<file path="src/srt_pkg.sv">
`timescale 1ns / 1ps
// shared types, constants and codes of the sorted resource table
package srt_pkg;

    localparam int TABLE_DEPTH = 64;
    localparam int CNT_W       = $clog2(TABLE_DEPTH + 1);
    localparam int KEY_W       = 17;
    localparam int ID_W        = 16;
    localparam int HANDLE_W    = 32;
    localparam int LEN_W       = 24;
    localparam int POS_W       = 7;
    localparam int STAT_W      = 3;

    localparam logic [STAT_W-1:0] STAT_OK        = 3'd0;
    localparam logic [STAT_W-1:0] STAT_BAD_ID    = 3'd1;
    localparam logic [STAT_W-1:0] STAT_DUP       = 3'd2;
    localparam logic [STAT_W-1:0] STAT_NOT_FOUND = 3'd3;
    localparam logic [STAT_W-1:0] STAT_FULL      = 3'd4;
    localparam logic [STAT_W-1:0] STAT_BUSY      = 3'd5;
    localparam logic [STAT_W-1:0] STAT_BAD_LEN   = 3'd6;

    localparam logic [1:0] MODE_INSTALL   = 2'd0;
    localparam logic [1:0] MODE_UNINSTALL = 2'd1;

    typedef logic [KEY_W-1:0] t_key;

    typedef struct packed {
        t_key                key;
        logic [HANDLE_W-1:0] handle;
        logic [LEN_W-1:0]    len;
    } t_entry;

    typedef enum logic [1:0] {
        CELL_HOLD,
        CELL_LOAD,
        CELL_LEFT,
        CELL_RIGHT
    } t_cell_cmd;

    typedef enum logic [1:0] {
        OP_NONE,
        OP_INSERT,
        OP_REMOVE
    } t_op;

    typedef enum logic [1:0] {
        S_IDLE,
        S_CMP,
        S_SHIFT
    } t_state;

endpackage

</file>
<file path="src/srt_cell.sv">
`timescale 1ns / 1ps
// one slot of the sorted chain: holds an entry, compares it and shifts it
module srt_cell (
    input  logic              i_clk,
    input  srt_pkg::t_cell_cmd i_cmd,
    input  logic              i_valid,
    input  srt_pkg::t_key     i_key,
    input  srt_pkg::t_entry   i_new,
    input  srt_pkg::t_entry   i_left,
    input  srt_pkg::t_entry   i_right,
    output srt_pkg::t_entry   o_entry,
    output logic              o_lt,
    output logic              o_eq
);
    import srt_pkg::*;

    t_entry r_entry;
    t_entry n_entry;

    always_comb begin
        unique case (i_cmd)
            CELL_HOLD:  n_entry = r_entry;
            CELL_LOAD:  n_entry = i_new;
            CELL_LEFT:  n_entry = i_left;
            CELL_RIGHT: n_entry = i_right;
            default:    n_entry = r_entry;
        endcase
    end

    always_ff @(posedge i_clk) begin
        r_entry <= n_entry;
    end

    // stored key below the searched key
    assign o_lt    = i_valid && (r_entry.key < i_key);
    assign o_eq    = i_valid && (r_entry.key == i_key);
    assign o_entry = r_entry;

endmodule

</file>
<file path="config.mk">
export PLATFORM = sky130hd
export DESIGN_NAME = srt_cell
export DESIGN_NICKNAME = d
export VERILOG_FILES = /design/src/srt_pkg.sv /design/src/srt_cell.sv
export SDC_FILE = /design/constraint.sdc
export NUM_CORES = 1
export LEC_CHECK = 0
export BUFFER_PORTS_ARGS = -buffer_cell sky130_fd_sc_hd__clkbuf_2
export CORE_AREA = 3 3 123 125
export DETAILED_ROUTE_END_ITERATION = 6
export DIE_AREA = 0 0 126 128
export PLACE_DENSITY = 0.64
export REMOVE_ABC_BUFFERS = 1
export SYNTH_ARGS = -nofsm -noshare
export SYNTH_HDL_FRONTEND = slang
export SYNTH_SLANG_ARGS = --single-unit
</file>
<file path="constraint.sdc">
create_clock -name i_clk -period 1.95 [get_ports i_clk]
set_input_delay 0.195 -clock i_clk [delete_from_list [all_inputs] [get_ports i_clk]]
set_output_delay 0.195 -clock i_clk [all_outputs]
set_load 0.01 [all_outputs]
</file>
==> results.ini, run 1 <==
[power_and_ir_drop]
p_sw_mw=1.203
combPwrFrac_pct=22.5
powerDensity_nw_per_um2=736.1
vdd_drop_max_uv=320.7
power.share.clock_pct=34.2
p_seq_share_pct=43.3
p_sw_share_pct=25.87
intPower_mw=3.447
power.leakage_nw=3.215

[clock_tree]
cts_buffers=9
htree_levels=3
clock_tree.buffer_depth=2
clock-sinks=73
clock-root-buffer=clkbuf_16
cts_tree=yes
clkTransAtPathRegs_ns=0.06

[floorplan]
die_w_um=126
ios=315
rows=43
coreArea_um2=13990
start_util_pct=29.37
die_h_um=128
die_area_um2=16130

[place]
gp_congestion=0.8059
pre_cts_ws_ns=-0.2094
dp.cells=856
io_buffers=314
place_area_um2=5943
hpwl_mm=10.16

[logic_synthesis]
synth.ff_latch_count=73
synth-xor-area-share_pct=0
dominantRegCellSynth=edfxtp_1
post_synth.cell_area_avg_um2=10.90
synthTopCellsByCount=a21oi_1, nor2_1, edfxtp_1, mux2i_1, inv_1
synth_top_family_by_area=multiplexers
synth_top_cell_area_share_pct=53.35
synth_compound_area_share_pct=11.05
synth_mux_area_share_pct=17.78
synth-simple-area-share_pct=8.557
synthTopCellsByArea=edfxtp_1, mux2i_1, a21oi_1, nor2_1, ha_1
synthAdderAreaFrac_pct=5.177
synth_most_common_cell=a21oi_1
netlist_area_um2=4109
synthCells=377
ys.warnings.count=0
synth_top_cell_by_area=edfxtp_1
synth_edf_count=73
async_flop_share_pct=0
ys_seq_area_share_pct=53.35
ys_types=22

[setup_path]
path_buf_inv=1
criticalPathCategory=reg2out
arrival_ns=2.17
critical_path.top_delay_family=compound AO/OA/AOI/OAI gates
worst_setup_path_end_kind=output port
cp_max_fo=2
slowest_delay_ns=0.43
start_kind=register
worst_path_max_delay_cell=edfxtp_1
crit_chain=ha_4, a211oi_2, nor2_1, a2111o_1, a2111oi_4, buf_2
required_ns=1.75

[route]
wire_per_inst_um=13.76
drc_errors=0
drtIter0Drc=95
first_pass_iters=5
avgViaCountPerCell=4.364
vias=3810
wl_mm=12.01
drtAntennaViolNets=0

[finish]
drive_gt1_share_pct=50.36
largest_register_ffs=73
final_cell_area_um2=6317
layout.nets=945
finalNonFillerCells=873
diodes=0
areaGrowthSynthToFinish_pct=53.75

[grt]
overflow=0
grt_max_degree=93
antenna_found_initial=0
grt_pass1_vias=3825
grt_use_total_pct=14.30
grt_pass1_wl_mm=18.40

[sta]
fmax_ghz=0.4236
finalCriticalPeriod_ns=2.361
tightest_slew_ns=0.4878
final-hold-violation-count=0
finalCritPeriodShare_pct=121.1
rsz0062_at_grt=yes
slew_viol_final=0
maxSlewHeadroom_pct=67.48
fin_ws_ns=-0.4106
finalSetupViolations=1

[outcome]
violations=negative setup slack
outcome=complete, but fails checks

[hold_path]
hold_depth=3
hold_path.class=in2reg
hp-start=i_new[65]
hold_path_end=o_entry[65]

[flow_run]
maxCapViolCount=0

-- cells in the final DEF (no fill, tap or decap), types with 2 or more instances in the layout --
cell / Yosys / final
buf_2: 8 / 2
buf_12: 0 / 5
clkbuf_2: 0 / 310
buf_4: 0 / 7
clkinv_1: 0 / 2
a21oi_1: 78 / 76
clkbuf_16: 0 / 9
nor2_1: 76 / 74
mux2i_1: 73 / 73
nand4_1: 4 / 4
a21oi_2: 0 / 2
ha_1: 17 / 13
ha_4: 0 / 4
nor2_2: 0 / 2
inv_1: 18 / 18
edfxtp_1: 73 / 73
a21o_1: 2 / 2
-- worst max-delay path by stage --
stage           startpoint  endpoint  slack (ns)  cells after the start
6_report       o_entry[62]      o_lt       -0.41                      6
5_1_grt        o_entry[61]      o_lt       -0.47                      6
4_1_cts        o_entry[58]      o_lt       -0.41                      6
3_5_place_dp   o_entry[60]      o_lt       -0.21                      6
3_3_place_gp   o_entry[60]      o_lt       -0.17                      6
2_1_floorplan  o_entry[62]      o_lt       -0.06                      5
-- metrics by stage --
step	hold WS [ns]	util (%)	TNS [ns]	power (mW)
global placement	0.5079	42.49	-0.1659	3.054
detailed placement	0.5162	42.49	-0.2094	3.072
finish	0.1819	45.16	-0.4106	4.650
floorplan	0.4023	-	-0.06327	2.448
global route	0.1873	45.16	-0.5343	4.905
CTS	0.1687	44.85	-0.4341	4.701
-- power by group through the flow --
stage | clock network, mW | registers [mW] | logic (mW)
global placement | 0 | 2.03 | 1.02
detailed placement | 0 | 2.04 | 1.03
CTS | 1.64 | 2.01 | 1.05
floorplan | 0 | 2.14 | 0.310
global route | 1.70 | 2.03 | 1.17
finish | 1.59 | 2.01 | 1.05
-- routing by layer --
metal | up-vias | track usage, % | share of wire (%)
met4 | 0 | 4.038 | 1.2
met2 | 180 | 26.04 | 52
met1 | 1614 | 15.82 | 37
li1 | 2005 | - | -
met3 | 11 | 4.958 | 9.4
met5 | - | 0 | 0
-- timing repair --
action	4_1_cts	5_1_grt
pin swaps	6	5
setup buffers	1	0
hold endpoints to repair	0	0
hold buffers	0	0
resized for setup	6	8
setup endpoints to repair	2	2
gates cloned	0	0
-- final cells by class --
type | instances | area (um^2)
inverter | 18 | 67.56
clock buffer | 10 | 229.0
timing repair buffer | 324 | 1714
tap | 180 | 225.2
multi-input combinational | 262 | 1831
fill | 1380 | 7671
sequential | 73 | 2192
clock inverter | 6 | 58.81
-- cells by family after synthesis --
logic type      after synthesis
compound gates               85
fa+ha+maj                    17
simple gates                 87
flops                        73
mux                          73
buf+inv                      42
Power figures use the tool's default switching activity.
==> run 2: changes to the inputs <==
CORE_AREA = 3 3 120 122   (was 3 3 123 125)
DIE_AREA = 0 0 123 125   (was 0 0 126 128)
GPL_ROUTABILITY_DRIVEN = 1   (was unset)
PLACE_DENSITY = 0.67   (was 0.64)
==> run 2 against run 1 <==
Effect of this change:
- the flow still finishes with violations (negative setup slack)
- combinational power barely moved
- critical path depth did not move
- setup slack improved by 0.030 ns
- cell count fell by 0.34%
- sequential power barely moved
- die area fell by 4.7%
- critical endpoint unchanged
- largest power group unchanged
==> results.ini, run 2 (synthesis results as in run 1) <==
[setup_path]
crit_chain=ha_1, nand4_1, inv_1, a2111o_1, a2111oi_4, buf_2
arrival_ns=2.14  ; -0.03 ns
worst_setup_path_end_kind=output port
slowest_delay_ns=0.45  ; +0.02 ns
path_buf_inv=2  ; +1
criticalPathCategory=reg2out
worst_path_max_delay_cell=a2111o_1
cp_max_fo=3  ; +1
critical_path.top_delay_family=compound AO/OA/AOI/OAI gates
start_kind=register
required_ns=1.75  ; about the same

[grt]
grt_use_total_pct=15.91  ; +1.6 points
grt_pass1_wl_mm=19.33  ; +5.1%
overflow=0  ; unchanged
antenna_found_initial=0  ; unchanged
grt_pass1_vias=4133  ; +8.1%
grt_max_degree=75  ; -19%

[finish]
areaGrowthSynthToFinish_pct=54.14
final_util_pct=47.64  ; +2.5 points
layout.nets=946  ; +0.11%
final_cell_mix=clkbuf_2, a21oi_1, nor2_1
drive_gt1_share_pct=50.29  ; -0.073 points
largest_register_ffs=73  ; unchanged
diodes=0  ; unchanged
final_common_cell=clkbuf_2

[sta]
fin_ws_ns=-0.3808  ; +0.02981 ns
rsz0062_at_grt=yes
tightest_slew_ns=0.4835  ; -0.004357 ns
slew_viol_final=0  ; unchanged
finalSetupViolations=2  ; +1
maxSlewHeadroom_pct=67.77  ; +0.29 points
final-hold-violation-count=0  ; unchanged
finalCritPeriodShare_pct=119.5  ; -1.5 points
fmax_ghz=0.4290  ; +1.3%
finalSetupTns_ns=-0.4637  ; -0.05310 ns
finalCriticalPeriod_ns=2.331  ; -0.02981 ns

[power_and_ir_drop]
power.leakage_nw=3.219  ; +0.12%
power_mw=4.806  ; +3.3%
vdd_drop_max_uv=443.2  ; +38%
powerDensity_nw_per_um2=758.8  ; +3.1%

[route]
wire_per_inst_um=14.86  ; +8.0%
met3_length_mm=1.157  ; +2.2%
drtAntennaViolNets=0  ; unchanged
drtIter0Drc=102  ; +7.4%
first_pass_iters=4  ; -1
avgViaCountPerCell=4.579  ; +4.9%
drc_errors=0  ; unchanged
wl_mm=12.93  ; +7.6%
vias=3984  ; +4.6%
met1_length_mm=4.569  ; +2.7%
wl_met2_mm=6.760  ; +7.5%
top_layer=met4

[floorplan]
die_area_um2=15380  ; -4.7%
ios=315  ; unchanged
rows=42  ; -2.3%
die_w_um=123  ; -2.4%
start_util_pct=30.91  ; +1.5 points
die_h_um=125  ; -2.3%
coreArea_um2=13300  ; -5.0%

[place]
hpwl_mm=10.75  ; +5.8%
gp_congestion=0.8226  ; +2.1%
io_buffers=314  ; unchanged

[flow_run]
maxCapViolCount=0  ; unchanged

[clock_tree]
htree_levels=3  ; unchanged
cts_tree=yes
hold_buffers=0  ; unchanged
clock_tree.buffer_depth=2  ; unchanged
cts_buffers=9  ; unchanged
clkTransAtPathRegs_ns=0.06  ; about the same
clock-root-buffer=clkbuf_16
clock-sinks=73  ; unchanged

[hold_path]
hp-start=i_new[0]
hold_path.class=in2reg
hold_depth=3  ; unchanged
hold_path_end=o_entry[0]

[outcome]
violations=negative setup slack
outcome=complete, but fails checks

[run 2: changes by cell type in the layout (fill, tap and decap cells not counted)]
cell | previous run | this run
a21oi_1 | 76 | 78
a21oi_2 | 2 | 0
buf_4 | 7 | 9
clkinvlp_4 | 1 | 3
buf_12 | 5 | 4
bufinv_16 | 1 | 2
clkbuf_1 | 1 | 0
clkinv_1 | 2 | 1
clkinv_2 | 1 | 0
nor2_2 | 2 | 1
nor2_4 | 0 | 1
o21ai_0 | 0 | 1
o21ai_2 | 1 | 0
[run 2: worst max-delay path by stage]
stage / slack (ns) / endpoint / cells after the start / start
final: -0.38 / o_lt / 6 / o_entry[61]
after global routing: -0.48 / o_lt / 6 / o_entry[64]
after CTS: -0.43 / o_lt / 6 / o_entry[58]
after detailed placement: -0.23 / o_lt / 6 / o_entry[60]
after global placement: -0.18 / o_lt / 6 / o_entry[60]
after floorplan: -0.06 / o_lt / 5 / o_entry[62]
[run 2: routing by layer]
metal / track usage [%] / vias to the layer above
li1: - / 2000
met1: 16.25 / 1748
met2: 29.75 / 201
met3: 4.697 / 35
met4: 6.450 / 0
met5: 0 / -
[run 2: final cells by class]
| cell class | count | area [um^2] |
|---|---|---|
| clock buffers | 9 | 225.2 |
| clock inverters | 7 | 95.09 |
| fillers | 1240 | 6962 |
| inverters | 18 | 67.56 |
| multi-input cells | 262 | 1824 |
| flip-flops and latches | 73 | 2192 |
| well taps | 176 | 220.2 |
| repair buffers | 325 | 1709 |
[run 2: worst min-delay path, cell delays in order]
cell	delay, ns
clkbuf_2	0.08
nor2_1	0.03
a21oi_1	0.09
[run 2: what timing repair did]
| action | 4_1_cts | 5_1_grt |
|---|---|---|
| endpoints found under the hold margin | 0 | 0 |
| gates resized for setup | 6 | 6 |
| pin swaps | 4 | 5 |
| setup buffers | 1 | 3 |
| cloned | 0 | 0 |
| setup endpoints to repair | 2 | 2 |
[run 2: per-stage QoR]
step	cell area, um^2	hold WS (ns)	instances	setup slack (ns)
finish	6334	0.1855	870	-0.3808
global route	6334	0.1866	870	-0.4828
CTS	6282	0.1693	868	-0.4337
detailed placement	5918	0.5166	851	-0.2302
global placement	5918	0.5121	851	-0.1765
floorplan	4009	0.4023	353	-0.06327
[run 2: where the power goes]
part	switching [mW]	total [mW]	internal [mW]
Sequential	0.0678	2.01	1.95
Clock	0.616	1.73	1.12
Combinational	0.543	1.06	0.516
Total	1.23	4.81	3.58
==> run 3: changes to the inputs <==
ABC_AREA = 1   (was unset)
CORE_AREA = 3 3 121 123   (was 3 3 120 122)
DIE_AREA = 0 0 124 126   (was 0 0 123 125)
GPL_ROUTABILITY_DRIVEN = unset   (was 1)
clock period = 2 ns   (was 1.95 ns; I/O delays follow)
==> run 3 against run 2 <==
Effect of this change:
- the run now ends clean
- first-iteration DRC count is 32% higher
- sequential share of layout area stayed put
- power is 0.32% higher
- area after synthesis is 2.5% higher
==> results.ini, run 3 <==
[sta]
finalCriticalPeriod_ns=1.931
finalSetupViolations=0  ; -2
tightest_slew_ns=0.8098  ; +0.3263 ns
fmax_ghz=0.5179
final-hold-violation-count=0  ; unchanged
finalSetupTns_ns=0  ; +0.4637 ns
slew_viol_final=0  ; unchanged
finalCritPeriodShare_pct=96.54
maxSlewHeadroom_pct=46.02  ; -22 points

[floorplan]
rows=43  ; +2.4%
ios=315  ; unchanged
die_w_um=124  ; +0.81%
die_h_um=126  ; +0.80%
coreArea_um2=13770  ; +3.6%
die_area_um2=15620  ; +1.6%
start_util_pct=30.59  ; -0.32 points

[route]
drtIter0Drc=135  ; +32%
wl_mm=14.20  ; +9.9%
wire_per_inst_um=14.54  ; -2.2%
drtAntennaViolNets=0  ; unchanged
vias=4547  ; +14%
drc_errors=0  ; unchanged
avgViaCountPerCell=4.654  ; +1.6%
first_pass_iters=4  ; unchanged

[logic_synthesis]
synth_most_common_cell=nand2_1
dominantRegCellSynth=edfxtp_1
synthTopCellsByArea=edfxtp_1, nand3_1, nand2_1, ha_1, buf_2
ys_types=18  ; -18%
synth_top_family_by_area=simple AND/OR/NAND/NOR gates
post_synth.cell_area_avg_um2=8.580  ; -21%
synth_top_cell_area_share_pct=52.03  ; -1.3 points
async_flop_share_pct=0  ; unchanged
synth-xor-area-share_pct=0  ; unchanged
synth_mux_area_share_pct=0  ; -18 points
synth-simple-area-share_pct=35.02  ; +26 points
synthTopCellsByCount=nand2_1, nand3_1, edfxtp_1, inv_1, buf_2
synthCells=491  ; +30%
ys.warnings.count=0  ; unchanged
synth_compound_area_share_pct=0.5940  ; -10 points
synth.ff_latch_count=73  ; unchanged
synth_edf_count=73  ; unchanged
synthAdderAreaFrac_pct=5.049  ; -0.13 points
synth_top_cell_by_area=edfxtp_1
netlist_area_um2=4213  ; +2.5%
ys_seq_area_share_pct=52.03  ; -1.3 points

[clock_tree]
clock_tree.buffer_depth=2  ; unchanged
clock-sinks=73  ; unchanged
clkTransAtPathRegs_ns=0.06  ; about the same
cts_buffers=9  ; unchanged
clock-root-buffer=clkbuf_16
cts_tree=yes
htree_levels=3  ; unchanged

[power_and_ir_drop]
power.leakage_nw=3.293  ; +2.3%
vdd_drop_max_uv=432.7  ; -2.4%
powerDensity_nw_per_um2=761.2  ; +0.32%
power_mw=4.821  ; +0.32%

[grt]
grt_max_degree=74  ; -1.3%
grt_pass1_vias=4306  ; +4.2%
antenna_found_initial=0  ; unchanged
grt_pass1_wl_mm=21.01  ; +8.7%
grt_use_total_pct=17.16  ; +1.2 points
overflow=0  ; unchanged

[finish]
final_common_cell=clkbuf_2
finalNonFillerCells=977  ; +12%
largest_register_ffs=73  ; unchanged
drive_gt1_share_pct=44.17  ; -6.1 points
diodes=0  ; unchanged
seq_area_um2=2192  ; unchanged
multiInputGateArea_um2=1832  ; +0.41%
final_cell_mix=clkbuf_2, nand2_1, nand3_1
fill_cells=1450  ; +17%
layout.nets=1050  ; +11%
areaGrowthSynthToFinish_pct=50.34

[place]
hpwl_mm=10.96  ; +2.0%
io_buffers=314  ; unchanged
gp_congestion=0.8750  ; +6.4%
dp.cells=960  ; +13%

[setup_path]
worst_setup_path_end_kind=output port
required_ns=1.80  ; +0.05 ns
cp_max_fo=2  ; -1
start_kind=register
arrival_ns=1.73  ; -0.41 ns
criticalPathCategory=reg2out

[hold_path]
hold_path.class=in2reg

[outcome]
outcome=completed

[flow_run]
maxCapViolCount=0  ; unchanged

## run 3: worst max-delay path, cell delays in order, from the launching register on
cell and delay (ns):
edfxtp_1 0.45, ha_4 0.30, nand2_1 0.06, inv_1 0.07, nand2_2 0.08, nor2_2 0.10
inv_1 0.05, a21oi_1 0.12, nor2_1 0.05, clkbuf_2 0.12
## run 3: per-layer routing
metal | part of all wire, % | vias up | wire [um] | track usage, %
li1 | - | 2278 | - | -
met1 | 38 | 2036 | 5424 | 20.04
met2 | 52 | 214 | 7363 | 30.93
met3 | 8.3 | 19 | 1179 | 4.041
met4 | 1.6 | 0 | 233 | 4.961
met5 | 0 | - | 0 | 0
## run 3: final cells by class
| class | count | share of cell area (%) |
|---|---|---|
| Sequential cell | 73 | 34.61 |
| Multi-Input combinational cell | 358 | 28.92 |
| Timing Repair Buffer | 322 | 25.96 |
| Clock buffer | 9 | 3.556 |
| Tap cell | 180 | 3.556 |
| Inverter | 29 | 1.719 |
| Clock inverter | 6 | 1.679 |
## run 3: cells by family (layout without fill, tap and decap cells)
kind of cell / Yosys count / count (layout)
DFF: 73 / 73
buffers and inverters: 60 / 366
and+or+nand+nor: 336 / 336
AOI/OAI and AO/OA: 5 / 5
adders and majority gates: 17 / 17
## run 3: per-stage QoR
stage	setup WS, ns	utilization [%]	hold slack, ns	cell area [um^2]
final	0.06923	45.98	0.1510	6334
after detailed placement	0.3363	42.62	0.4827	5871
after global placement	0.3287	42.62	0.4762	5871
after CTS	0.03271	45.08	0.1369	6208
after global routing	-0.02108	45.98	0.1507	6334
after floorplan	0.2813	-	0.3896	4014
## run 3: final timing paths
kind,start,end,slack [ns],cells past startpoint
hold / removal,i_left[16],o_entry[16],0.15,3
setup / recovery,o_entry[70],o_lt,0.07,9
## run 3: power breakdown
group	internal [mW]	total, mW	switching, mW
Clock	1.21	1.80	0.592
Sequential	1.90	1.98	0.0723
Combinational	0.470	1.05	0.576
## run 3: repair_timing
item	in CTS	in global routing
endpoints found under the hold margin	0	0
pin swaps	0	4
gates resized for setup	1	16
hold buffers	0	0
setup endpoints to repair	1	2
setup buffers	0	2
